<file path="src/fqrc_pkg.sv">
// Package with the shared constants and types of the frame quality rate control unit.
package fqrc_pkg;

  localparam int unsigned QualW = 7;
  localparam int unsigned TargetW = 9;
  localparam int unsigned SizeW = 24;
  localparam int unsigned StepW = 3;
  localparam int unsigned CmdW = 2;
  localparam int unsigned CfgIdxW = 1;
  localparam int unsigned CfgDataW = 9;

  localparam logic [QualW-1:0] QualFloor = 7'd30;
  localparam logic [StepW-1:0] FirstStep = 3'd4;
  localparam logic [QualW-1:0] MaxQualityReset = 7'd90;
  localparam logic [TargetW-1:0] TargetKibReset = 9'd0;

  localparam logic [CmdW-1:0] CMD_START = 2'd0;
  localparam logic [CmdW-1:0] CMD_FAILED = 2'd1;
  localparam logic [CmdW-1:0] CMD_TRIAL = 2'd2;

  localparam logic [CfgIdxW-1:0] CFG_MAX_QUALITY = 1'b0;
  localparam logic [CfgIdxW-1:0] CFG_TARGET_KIB = 1'b1;

  localparam logic [1:0] SEEN_UP = 2'b01;
  localparam logic [1:0] SEEN_DOWN = 2'b10;

  typedef struct packed {
    logic [CmdW-1:0]  cmd;
    logic [SizeW-1:0] compressed_size;
  } in_item_t;

  typedef struct packed {
    logic [QualW-1:0] quality;
    logic             finished;
  } out_item_t;

endpackage

</file>
<file path="src/fqrc_if.sv">
// Valid/ready channel interfaces for the command input and the quality result.
interface fqrc_in_if import fqrc_pkg::*; ();
  logic             valid;
  logic             ready;
  logic [CmdW-1:0]  cmd;
  logic [SizeW-1:0] compressed_size;

  modport source (output valid, output cmd, output compressed_size, input ready);
  modport sink (input valid, input cmd, input compressed_size, output ready);
endinterface

interface fqrc_out_if import fqrc_pkg::*; ();
  logic             valid;
  logic             ready;
  logic [QualW-1:0] quality;
  logic             finished;

  modport source (output valid, output quality, output finished, input ready);
  modport sink (input valid, input quality, input finished, output ready);
endinterface

</file>
<file path="src/frame_quality_rate_control_unit.sv">
// Top level of the frame quality rate control unit: quality search per frame.
//
// Channel   Direction  Payload                         Transaction
// in_i      sink       cmd, compressed_size            valid & ready at clk_i edge
// out_o     source     quality, finished               valid & ready at clk_i edge
// cfg       write      cfg_we_i, cfg_idx_i, cfg_wdata_i  cfg_we_i at clk_i edge
//
// Each command passes through an input register, then through one pass of
// compares and small adds into the result register.
// One command is accepted every cycle while the result side keeps taking.
// A stalled result holds, and one more command may wait in the input register.
// Reset restores max_quality 90, target 0 and the search state of a fresh frame.
module frame_quality_rate_control_unit
  import fqrc_pkg::*;
(
  input  logic                clk_i,
  input  logic                rst_ni,
  fqrc_in_if.sink             in_i,
  fqrc_out_if.source          out_o,
  input  logic                cfg_we_i,
  input  logic [CfgIdxW-1:0]  cfg_idx_i,
  input  logic [CfgDataW-1:0] cfg_wdata_i
);

  function automatic logic [QualW-1:0] sat_add(logic [QualW-1:0] q, logic [StepW-1:0] d);
    logic [QualW:0] s;
    s = {1'b0, q} + {{(QualW+1-StepW){1'b0}}, d};
    return s[QualW] ? {QualW{1'b1}} : s[QualW-1:0];
  endfunction

  function automatic logic [QualW-1:0] sat_sub(logic [QualW-1:0] q, logic [StepW-1:0] d);
    logic [QualW:0] s;
    s = {1'b0, q} - {{(QualW+1-StepW){1'b0}}, d};
    return s[QualW] ? '0 : s[QualW-1:0];
  endfunction

  logic [QualW-1:0]   max_q;
  logic [TargetW-1:0] target_q;
  logic [QualW-1:0]   cur_q, cur_d;
  logic [QualW-1:0]   last_q, last_d;
  logic [StepW-1:0]   step_q, step_d;
  logic [1:0]         seen_q, seen_d;
  logic               retry_q, retry_d;

  logic      in_v_q;
  in_item_t  in_q;
  logic      out_v_q;
  out_item_t out_q, out_d;
  logic      adv;
  logic      in_ready;

  assign adv = in_v_q && (!out_v_q || out_o.ready);
  assign in_ready = !in_v_q || adv;
  assign in_i.ready = in_ready;
  assign out_o.valid = out_v_q;
  assign out_o.quality = out_q.quality;
  assign out_o.finished = out_q.finished;

  always_comb begin
    logic [QualW-1:0]   q;
    logic [18:0]        tgt;
    logic [27:0]        s10;
    logic [27:0]        t9;
    logic [27:0]        t11;
    logic               below;
    logic               above;
    logic               done;
    logic [1:0]         seen_n;
    logic [StepW-1:0]   step_n;
    q = cur_q;
    tgt = {target_q, 10'b0};
    s10 = 28'(in_q.compressed_size) * 28'd10;
    t9 = 28'(tgt) * 28'd9;
    t11 = 28'(tgt) * 28'd11;
    below = s10 < t9;
    above = s10 > t11;
    done = 1'b0;
    seen_n = seen_q;
    step_n = step_q;
    cur_d = cur_q;
    last_d = last_q;
    step_d = step_q;
    seen_d = seen_q;
    retry_d = retry_q;
    out_d.quality = cur_q;
    out_d.finished = 1'b0;
    unique case (in_q.cmd)
      CMD_START: begin
        if (target_q == '0) begin
          q = max_q;
        end else begin
          q = (cur_q > max_q) ? max_q : cur_q;
          q = (q < QualFloor) ? QualFloor : q;
          step_d = FirstStep;
          seen_d = '0;
        end
        cur_d = q;
        last_d = q;
        retry_d = 1'b0;
        out_d.quality = q;
      end
      CMD_FAILED: begin
        q = sat_sub(cur_q, StepW'(1));
        cur_d = q;
        retry_d = 1'b1;
        out_d.quality = q;
      end
      CMD_TRIAL: begin
        if (target_q == '0) begin
          out_d.finished = 1'b1;
        end else begin
          if (below) begin
            if (retry_q) begin
              q = last_q;
              done = 1'b1;
            end else if (cur_q == max_q) begin
              done = 1'b1;
            end else begin
              seen_n = seen_q | SEEN_UP;
              if (seen_n == (SEEN_UP | SEEN_DOWN)) begin
                step_n = step_q >> 1;
              end
              q = sat_add(cur_q, step_n);
            end
          end else if (above) begin
            if (cur_q == QualFloor) begin
              done = 1'b1;
            end else begin
              seen_n = seen_q | SEEN_DOWN;
              if (seen_n == (SEEN_UP | SEEN_DOWN)) begin
                step_n = step_q >> 1;
              end
              q = sat_sub(cur_q, step_n);
            end
          end else begin
            done = 1'b1;
          end
          if (!done && step_n == '0) begin
            if (s10 < t11) begin
              done = 1'b1;
            end else begin
              q = sat_sub(q, StepW'(1));
            end
          end
          seen_d = seen_n;
          step_d = step_n;
          if (done) begin
            out_d.quality = q;
            out_d.finished = 1'b1;
            if (in_q.compressed_size < 24'(tgt)) begin
              cur_d = sat_add(q, StepW'(1));
            end else begin
              cur_d = sat_sub(q, StepW'(1));
            end
          end else begin
            q = (q > max_q) ? max_q : q;
            q = (q < QualFloor) ? QualFloor : q;
            cur_d = q;
            last_d = q;
            retry_d = 1'b0;
            out_d.quality = q;
          end
        end
      end
      default: begin
      end
    endcase
  end

  always_ff @(posedge clk_i or negedge rst_ni) begin
    if (!rst_ni) begin
      max_q <= MaxQualityReset;
      target_q <= TargetKibReset;
      cur_q <= MaxQualityReset;
      last_q <= MaxQualityReset;
      step_q <= FirstStep;
      seen_q <= '0;
      retry_q <= 1'b0;
      in_v_q <= 1'b0;
      out_v_q <= 1'b0;
    end else begin
      if (cfg_we_i) begin
        unique case (cfg_idx_i)
          CFG_MAX_QUALITY: max_q <= cfg_wdata_i[QualW-1:0];
          CFG_TARGET_KIB: target_q <= cfg_wdata_i[TargetW-1:0];
          default: begin
          end
        endcase
      end
      if (in_ready) begin
        in_v_q <= in_i.valid;
      end
      if (adv) begin
        cur_q <= cur_d;
        last_q <= last_d;
        step_q <= step_d;
        seen_q <= seen_d;
        retry_q <= retry_d;
        out_v_q <= 1'b1;
      end else if (out_o.ready) begin
        out_v_q <= 1'b0;
      end
    end
  end

  always_ff @(posedge clk_i) begin
    if (in_ready && in_i.valid) begin
      in_q.cmd <= in_i.cmd;
      in_q.compressed_size <= in_i.compressed_size;
    end
    if (adv) begin
      out_q <= out_d;
    end
  end

  a_step_bound: assert property (@(posedge clk_i) disable iff (!rst_ni)
    step_q <= FirstStep)
    else $error("quality step above its start value");

  a_start_step: assert property (@(posedge clk_i) disable iff (!rst_ni)
    adv && in_q.cmd == CMD_START && target_q != '0 |=> step_q == FirstStep && seen_q == '0)
    else $error("start of frame did not restart the search");

  a_fail_marks: assert property (@(posedge clk_i) disable iff (!rst_ni)
    adv && in_q.cmd == CMD_FAILED |=> retry_q && out_v_q && !out_q.finished)
    else $error("compressor failure not recorded");

  a_stall_only: assert property (@(posedge clk_i) disable iff (!rst_ni)
    !in_ready |-> in_v_q && out_v_q && !out_o.ready)
    else $error("input held off without a stalled result");

endmodule
</file>
<file path="src/flat_wrapper.sv">
// flat-port wrapper written by rule: the top's interface ports become plain ports
module frame_quality_rate_control_unit_flat import fqrc_pkg::*;
  (clk_i, rst_ni, cfg_we_i, cfg_idx_i, cfg_wdata_i, in_i_valid, in_i_cmd, in_i_compressed_size, in_i_ready, out_o_valid, out_o_quality, out_o_finished, out_o_ready);
  fqrc_in_if in_i_i ();
  fqrc_out_if out_o_i ();
  input  logic clk_i;
  input  logic rst_ni;
  input  logic cfg_we_i;
  input  logic [CfgIdxW-1:0] cfg_idx_i;
  input  logic [CfgDataW-1:0] cfg_wdata_i;
  input wire logic [$bits(in_i_i.valid)-1:0] in_i_valid;
  input wire logic [$bits(in_i_i.cmd)-1:0] in_i_cmd;
  input wire logic [$bits(in_i_i.compressed_size)-1:0] in_i_compressed_size;
  output wire logic [$bits(in_i_i.ready)-1:0] in_i_ready;
  output wire logic [$bits(out_o_i.valid)-1:0] out_o_valid;
  output wire logic [$bits(out_o_i.quality)-1:0] out_o_quality;
  output wire logic [$bits(out_o_i.finished)-1:0] out_o_finished;
  input wire logic [$bits(out_o_i.ready)-1:0] out_o_ready;
  assign in_i_i.valid = in_i_valid;
  assign in_i_i.cmd = in_i_cmd;
  assign in_i_i.compressed_size = in_i_compressed_size;
  assign in_i_ready = in_i_i.ready;
  assign out_o_valid = out_o_i.valid;
  assign out_o_quality = out_o_i.quality;
  assign out_o_finished = out_o_i.finished;
  assign out_o_i.ready = out_o_ready;
  frame_quality_rate_control_unit u_core (.clk_i(clk_i), .rst_ni(rst_ni), .in_i(in_i_i), .out_o(out_o_i), .cfg_we_i(cfg_we_i), .cfg_idx_i(cfg_idx_i), .cfg_wdata_i(cfg_wdata_i));
endmodule
</file>
<file path="config.mk">
export PLATFORM = sky130hd
export DESIGN_NAME = frame_quality_rate_control_unit_flat
export DESIGN_NICKNAME = d
export VERILOG_FILES = /design/src/fqrc_pkg.sv /design/src/fqrc_if.sv /design/src/frame_quality_rate_control_unit.sv /design/src/flat_wrapper.sv
export SDC_FILE = /design/constraint.sdc
export NUM_CORES = 1
export LEC_CHECK = 0
export BUFFER_PORTS_ARGS = -buffer_cell sky130_fd_sc_hd__buf_2
export CAP_MARGIN = 20
export CORE_UTILIZATION = 35
export CTS_BUF_LIST = sky130_fd_sc_hd__clkbuf_4
export DETAILED_ROUTE_END_ITERATION = 8
export GPL_ROUTABILITY_DRIVEN = 0
export SLEW_MARGIN = 10
export SYNTH_ARGS = -nofsm -noshare
export SYNTH_HDL_FRONTEND = slang
export SYNTH_SLANG_ARGS = --single-unit
</file>
<file path="constraint.sdc">
create_clock -name clk_i -period 8 [get_ports clk_i]
set_clock_uncertainty 0.15 [all_clocks]
set_input_delay 0.8 -clock clk_i [delete_from_list [all_inputs] [get_ports clk_i]]
set_output_delay 0.8 -clock clk_i [all_outputs]
set_load 0.02 [all_outputs]
</file>
## Word level (Yosys, flattened, before mapping)

Index checks and enable logic that the tools add are counted.

| word-level totals | value |
|---|---|
| flip-flop bits (word level) | 72 |
| output and inout port bits | 10 |
| logic and storage cells | 147 |

| operators by class | value |
|---|---|
| add/sub/neg operators | 6 |
| multipliers | 3 |
| order comparisons | 8 |
| equality and inequality tests | 13 |
| muxes and demuxes | 80 |
| bitwise logic cells | 1 |
| reduce and logical (&&, ||, !) cells | 22 |

Operators with widths:

| operator | number |
|---|---|
| two-way mux 7 bit | 29 |
| two-way mux 3 bit | 21 |
| less-than comparator 28 x 23 -> 1 bit | 2 |
| case mux 7 bit (3 select lines) | 2 |
| greater-than comparator 28 x 23 -> 1 bit | 1 |
| multiplier 24 x 3 -> 27 bit, second input constant | 1 |
| multiplier 9 x 4 -> 13 bit, second input constant | 2 |
| less-than comparator 24 x 19 -> 1 bit | 1 |
| subtractor 7 x 1 -> 8 bit, second input constant | 3 |
| two-way mux 1 bit | 18 |
| greater-than comparator 7 bit | 2 |
| less-than comparator 7 x 5 -> 1 bit, second input constant | 2 |
| != test 2 bit, second input constant | 7 |
| case mux 7 bit (2 select lines) | 1 |
| AND reduction 7 bit | 2 |
| two-way mux 2 bit | 6 |
| AND reduction 4 bit | 3 |
| zero test 9 bit | 1 |
| adder 7 x 1 -> 8 bit, second input constant | 1 |
| adder 7 x 3 -> 8 bit | 1 |
| subtractor 7 x 3 -> 8 bit | 1 |
| == test 7 x 5 -> 1 bit, second input constant | 1 |
| == test 7 bit | 1 |
| case mux 3 bit (2 select lines) | 1 |
| 15 further kinds | 23 |

## Longest topological paths before layout

| logic depth | value |
|---|---|
| word-level depth | 26 |
| gate-level depth with buffers | 42 |
| mapped depth without buffers | 39 |

## Least setup slack after synthesis

No wires, ideal clock.

| path | value |
|---|---|
| path type | register to register |
| start | register u_core.in_q[1] (netlist bit) |
| end | register u_core.out_q (netlist bit u_core.out_o.quality[2]), data pin |
| data arrival time | 7.915 ns |
| slack | -0.325 ns |
| stages on the path, launching flop included | 35 |
| buffers on the path | 1 |
| period minus slack after synthesis | 8.325 ns |
| cell sequence | edfxtp_1 > ha_1 > ha_1 > fa_1 > a211oi_1 > o21bai_1 > a21oi_1 > o21bai_1 > a21oi_1 > o21ai_0 > xor2_1 > ha_1 > nand4_1 > nor2_1 > a221o_1 > a221oi_1 > o22ai_1 > a31oi_1 > o21ai_0 > and4b_1 > a211oi_4 > or4b_4 > nor3_4 > nor2_1 > inv_1 > ha_1 > a21o_1 > a21o_1 > a221oi_1 > a41o_1 > clkbuf_1 > mux2i_1 > a21boi_1 > o21ai_1 > a221o_1 |

RTL lines:

| element | line | source |
|---|---|---|
| start: declaration | frame_quality_rate_control_unit.sv:46 | `in_item_t in_q;` |
| end signal: assignment | frame_quality_rate_control_unit.sv:212 | `out_q <= out_d;` |
| end: declaration | frame_quality_rate_control_unit.sv:48 | `out_item_t out_q, out_d;` |

==> results by group <==
Clock network
  – Clk root buf: clkbuf_4
  – CTS Hold Buffers Added: 0
  – CTS clock-pin slew for the worst setup and hold paths: about 0.15 ns
  – Insertion delay to the later sink of the worst-skew pair: 0.49 ns
  – Num CTS Buffers: 9
  – CTS max path bufs: 2
  – CTS tree: done
  – H-tree depth: 3
  – Sink Count: 72

Cells and area
  – Layout cells sized above 1: 28.2%
  – P&R area growth vs syn: 25.1%
  – Fin cells: about 1600
  – Nets: ~1400

Worst setup path
  – CP peak stage delay: 0.53 ns
  – Reg-to-reg endpoint: u_core.out_o.quality[3]
  – Crit Path Category: reg -> reg
  – Critical R2R Launch: u_core.target_q[3]
  – CP delay by family, top: compound AO/OA/AOI/OAI gates
  – Critical Path Start Type: register
  – R2R depth: 34
  – Critical-path top delay cell: or4b_4
  – Worst-path maximum fanout: 4
  – CP bufs+invs: 2
  – Critical Path AT: 8.24 ns
  – Req. time, crit path: 8.12 ns
  – R2r setup slk: -0.12 ns
  – CP dominant cell by count: ha_4
  – Worst Setup End Kind: register
  – Worst Setup SP: u_core.target_q[3]

Detailed routing
  – Drt wl/cell: 19.2 um
  – DRT iter0 DRCs: 874
  – Post-DRT Antenna Nets: 0
  – Drt pass-1 iters: 6
  – Via count: 9159
  – DRC: 0
  – Final wirelength: 30.5 mm
  – Post-DR vias/cell: between 5 and 6

Power
  – Power, Total: 0.00520 W
  – Switching Power: ~0.0026 W
  – Seq pwr share: 12.5%
  – Internal Power: between 0.002 and 0.003 W
  – Power Density: 452 nW/um^2
  – Lkg Pwr: 5.18 nW
  – Comb pwr share: 82.7%
  – Worst VDD drop: 0.323 mV
  – Switching Share: about half
  – Clock share of power: 4.8%

Timing
  – Hold Violations, Final: 0
  – Sum Neg Setup Slack: -0.477 ns
  – Max frequency: 123 MHz
  – Post-route clock period utilization: 101%
  – Setup ws final: -0.118 ns
  – Max_slew headroom: roughly a third
  – Worst Tran Pin Value: 0.991 ns
  – RSZ-0062 raised after global routing: yes
  – Setup-failing EPs final: 10
  – Tmin final: 8.12 ns
  – Slew Viols, Final: 0

Floorplan
  – I/O Pins: 51
  – Die area: between 20000 and 30000 sq um
  – Die X: 164 um
  – Floorplan row count: 58
  – DIE HEIGHT: 164 um
  – Starting Density: 36.1%
  – Core area: 25500 sq um

Global routing
  – Remaining Overflow, GRT: 0
  – Global-route wire length before repair: 47.8 mm
  – Initial antenna violation count: 1
  – Vias in the first global route: around 8800
  – GRT Total Usage: 23.0%
  – Largest net degree at the start of global routing: 39

Synthesis
  – Net Count, Synth: 1268
  – Top cells by area, synth: ha_1 (19%), edfxtp_1 (11%), dfrtp_1 (6.8%), a21oi_1 (3.8%), dfstp_2 (3.7%)
  – Async SR Flop Fraction: 52.8%
  – Mapped Area: 9210 sq um
  – Post-synthesis cell type with the largest combined area: ha_1
  – Post-synthesis register bit count: 72
  – Synth top cells by count: ha_1 (138), nor2_1 (81), nand2_1 (76), inv_1 (74), a21oi_1 (69)
  – Synthesized area per cell: 8.53 sq um
  – Distinct cells, synth: 97
  – Synth warn: 0
  – Area share of the largest cell type after synthesis: 18.8%
  – Post-synth top flop: edfxtp_1
  – Mapped Cells: 1079
  – Post-synth EDFFs: 34
  – Top-count cell post-synth: ha_1
  – Sequential share of the synthesized area: between 20% and 30%

Worst hold path
  – Worst Hold Class: in -> async

Job
  – Max cap viols: 0

Placement
  – # port buffers: 50
  – Placed cells: 1546
  – HPWL after DPL: 23.7 mm

Status
  – Violated checks: setup timing
  – Status: finished, violations left
-- sequential cells by signal (all words and copies together), names as in the netlist --
| signal | count |
|---|---|
| u_core.in_q | 26 |
| u_core.target_q | 9 |
| u_core.cur_q | 7 |
| u_core.last_q | 7 |
| u_core.max_q | 7 |
| u_core.out_o.quality | 7 |
| u_core.step_q | 3 |
| u_core.seen_q | 2 |
| u_core.in_v_q | 1 |
| u_core.out_o.finished | 1 |
| u_core.out_o.valid | 1 |
| u_core.retry_q | 1 |
-- cell type report --
class                   count  area [sq um]
diodes                      1          2.50
clock buffers              11          82.6
clock inverters             5          47.5
fillers                  2461         14000
inverters                  74           278
multi-input cells         896          7300
flip-flops and latches     72          1990
well taps                 330           413
repair buffers            199          1400
-- metal layers --
layer	GRT usage (%)	share of wire, %	vias up	wire, um
met5	0	0	-	0
met4	8.46	3.1	0	934
met3	2.85	7.2	65	2180
met2	34.8	43	361	13200
met1	33.0	46	4341	14100
li1	-	-	4392	-
-- power by group through the flow --
stage	Sequential, W	Clock (W)	Combinational, W
2_1_floorplan	0.000563	0	0.00218
3_3_place_gp	0.000644	0	0.00347
3_5_place_dp	0.000643	0	0.00351
4_1_cts	0.000636	0.000254	0.00380
5_1_grt	0.000656	0.000267	0.00465
6_report	0.000650	0.000249	0.00431
-- cell families (layout without fill, tap and decap cells) --
logic type      count (synthesis)  after routing  synth area share [%]
compound gates                342            342                  25.9
fa+ha+maj                     148            148                  20.9
mux                            34             34                  4.06
other cells                     0              1                     0
xor+xnor                       34             34                  3.24
flops                          72             72                  21.6
simple gates                  338            338                  19.4
buf+inv                       111            289                  4.87
-- timing repair --
| item | in CTS | in global routing |
|---|---|---|
| pin swaps | 42 | 38 |
| resized for setup | 51 | 56 |
| buffers inserted | 15 | 10 |
| setup endpoints to repair | 21 | 21 |
-- worst max path at each step --
| stage | end | slack, ns | depth (start not counted) |
|---|---|---|---|
| global placement | u_core.out_o.quality[3] | -0.21 | 33 |
| CTS | u_core.out_o.quality[2] | 0.01 | 34 |
| detailed placement | u_core.out_o.quality[3] | -0.41 | 34 |
| global route | u_core.out_o.quality[3] | -0.51 | 34 |
| floorplan | u_core.out_o.quality[2] | 0.03 | 34 |
| finish | u_core.out_o.quality[3] | -0.12 | 34 |
-- cells in the final DEF, fill, tap and decap left out, types with 7 or more instances in the layout --
cell / count
buf_6: 9
o21a_1: 18
dfrtp_1: 25
a21oi_1: 60
and3_1: 10
nand3_1: 30
o21ai_1: 15
ha_4: 9
and2_1: 8
clkbuf_4: 11
xnor2_1: 17
nor2_1: 76
nand2_1: 74
mux2i_1: 8
a211o_1: 7
a21o_1: 36
nor3_1: 27
o211ai_1: 13
a21oi_2: 7
inv_1: 71
or3_1: 8
o21ai_0: 55
dfstp_2: 13
nor2b_1: 15
edfxtp_1: 34
buf_2: 50
a31oi_1: 14
ha_1: 127
xor2_1: 12
nand2b_1: 19
buf_4: 140
nand4_1: 9
fa_1: 9
mux2_2: 19
-- through the flow --
| stage | cell area [sq um] | hold slack [ns] | worst slack (ns) | util [%] |
|---|---|---|---|---|
| final | 11500 | 0.294 | -0.118 | 45.2 |
| after global routing | 11500 | 0.313 | -0.510 | 45.2 |
| after CTS | 11200 | 0.310 | 0.0105 | 43.8 |
| after detailed placement | 10700 | 0.340 | -0.409 | 41.9 |
| after global placement | 10700 | 0.331 | -0.209 | 41.9 |
| after floorplan | 9250 | 0.299 | 0.0278 | - |
Power figures use the tool's default switching activity.
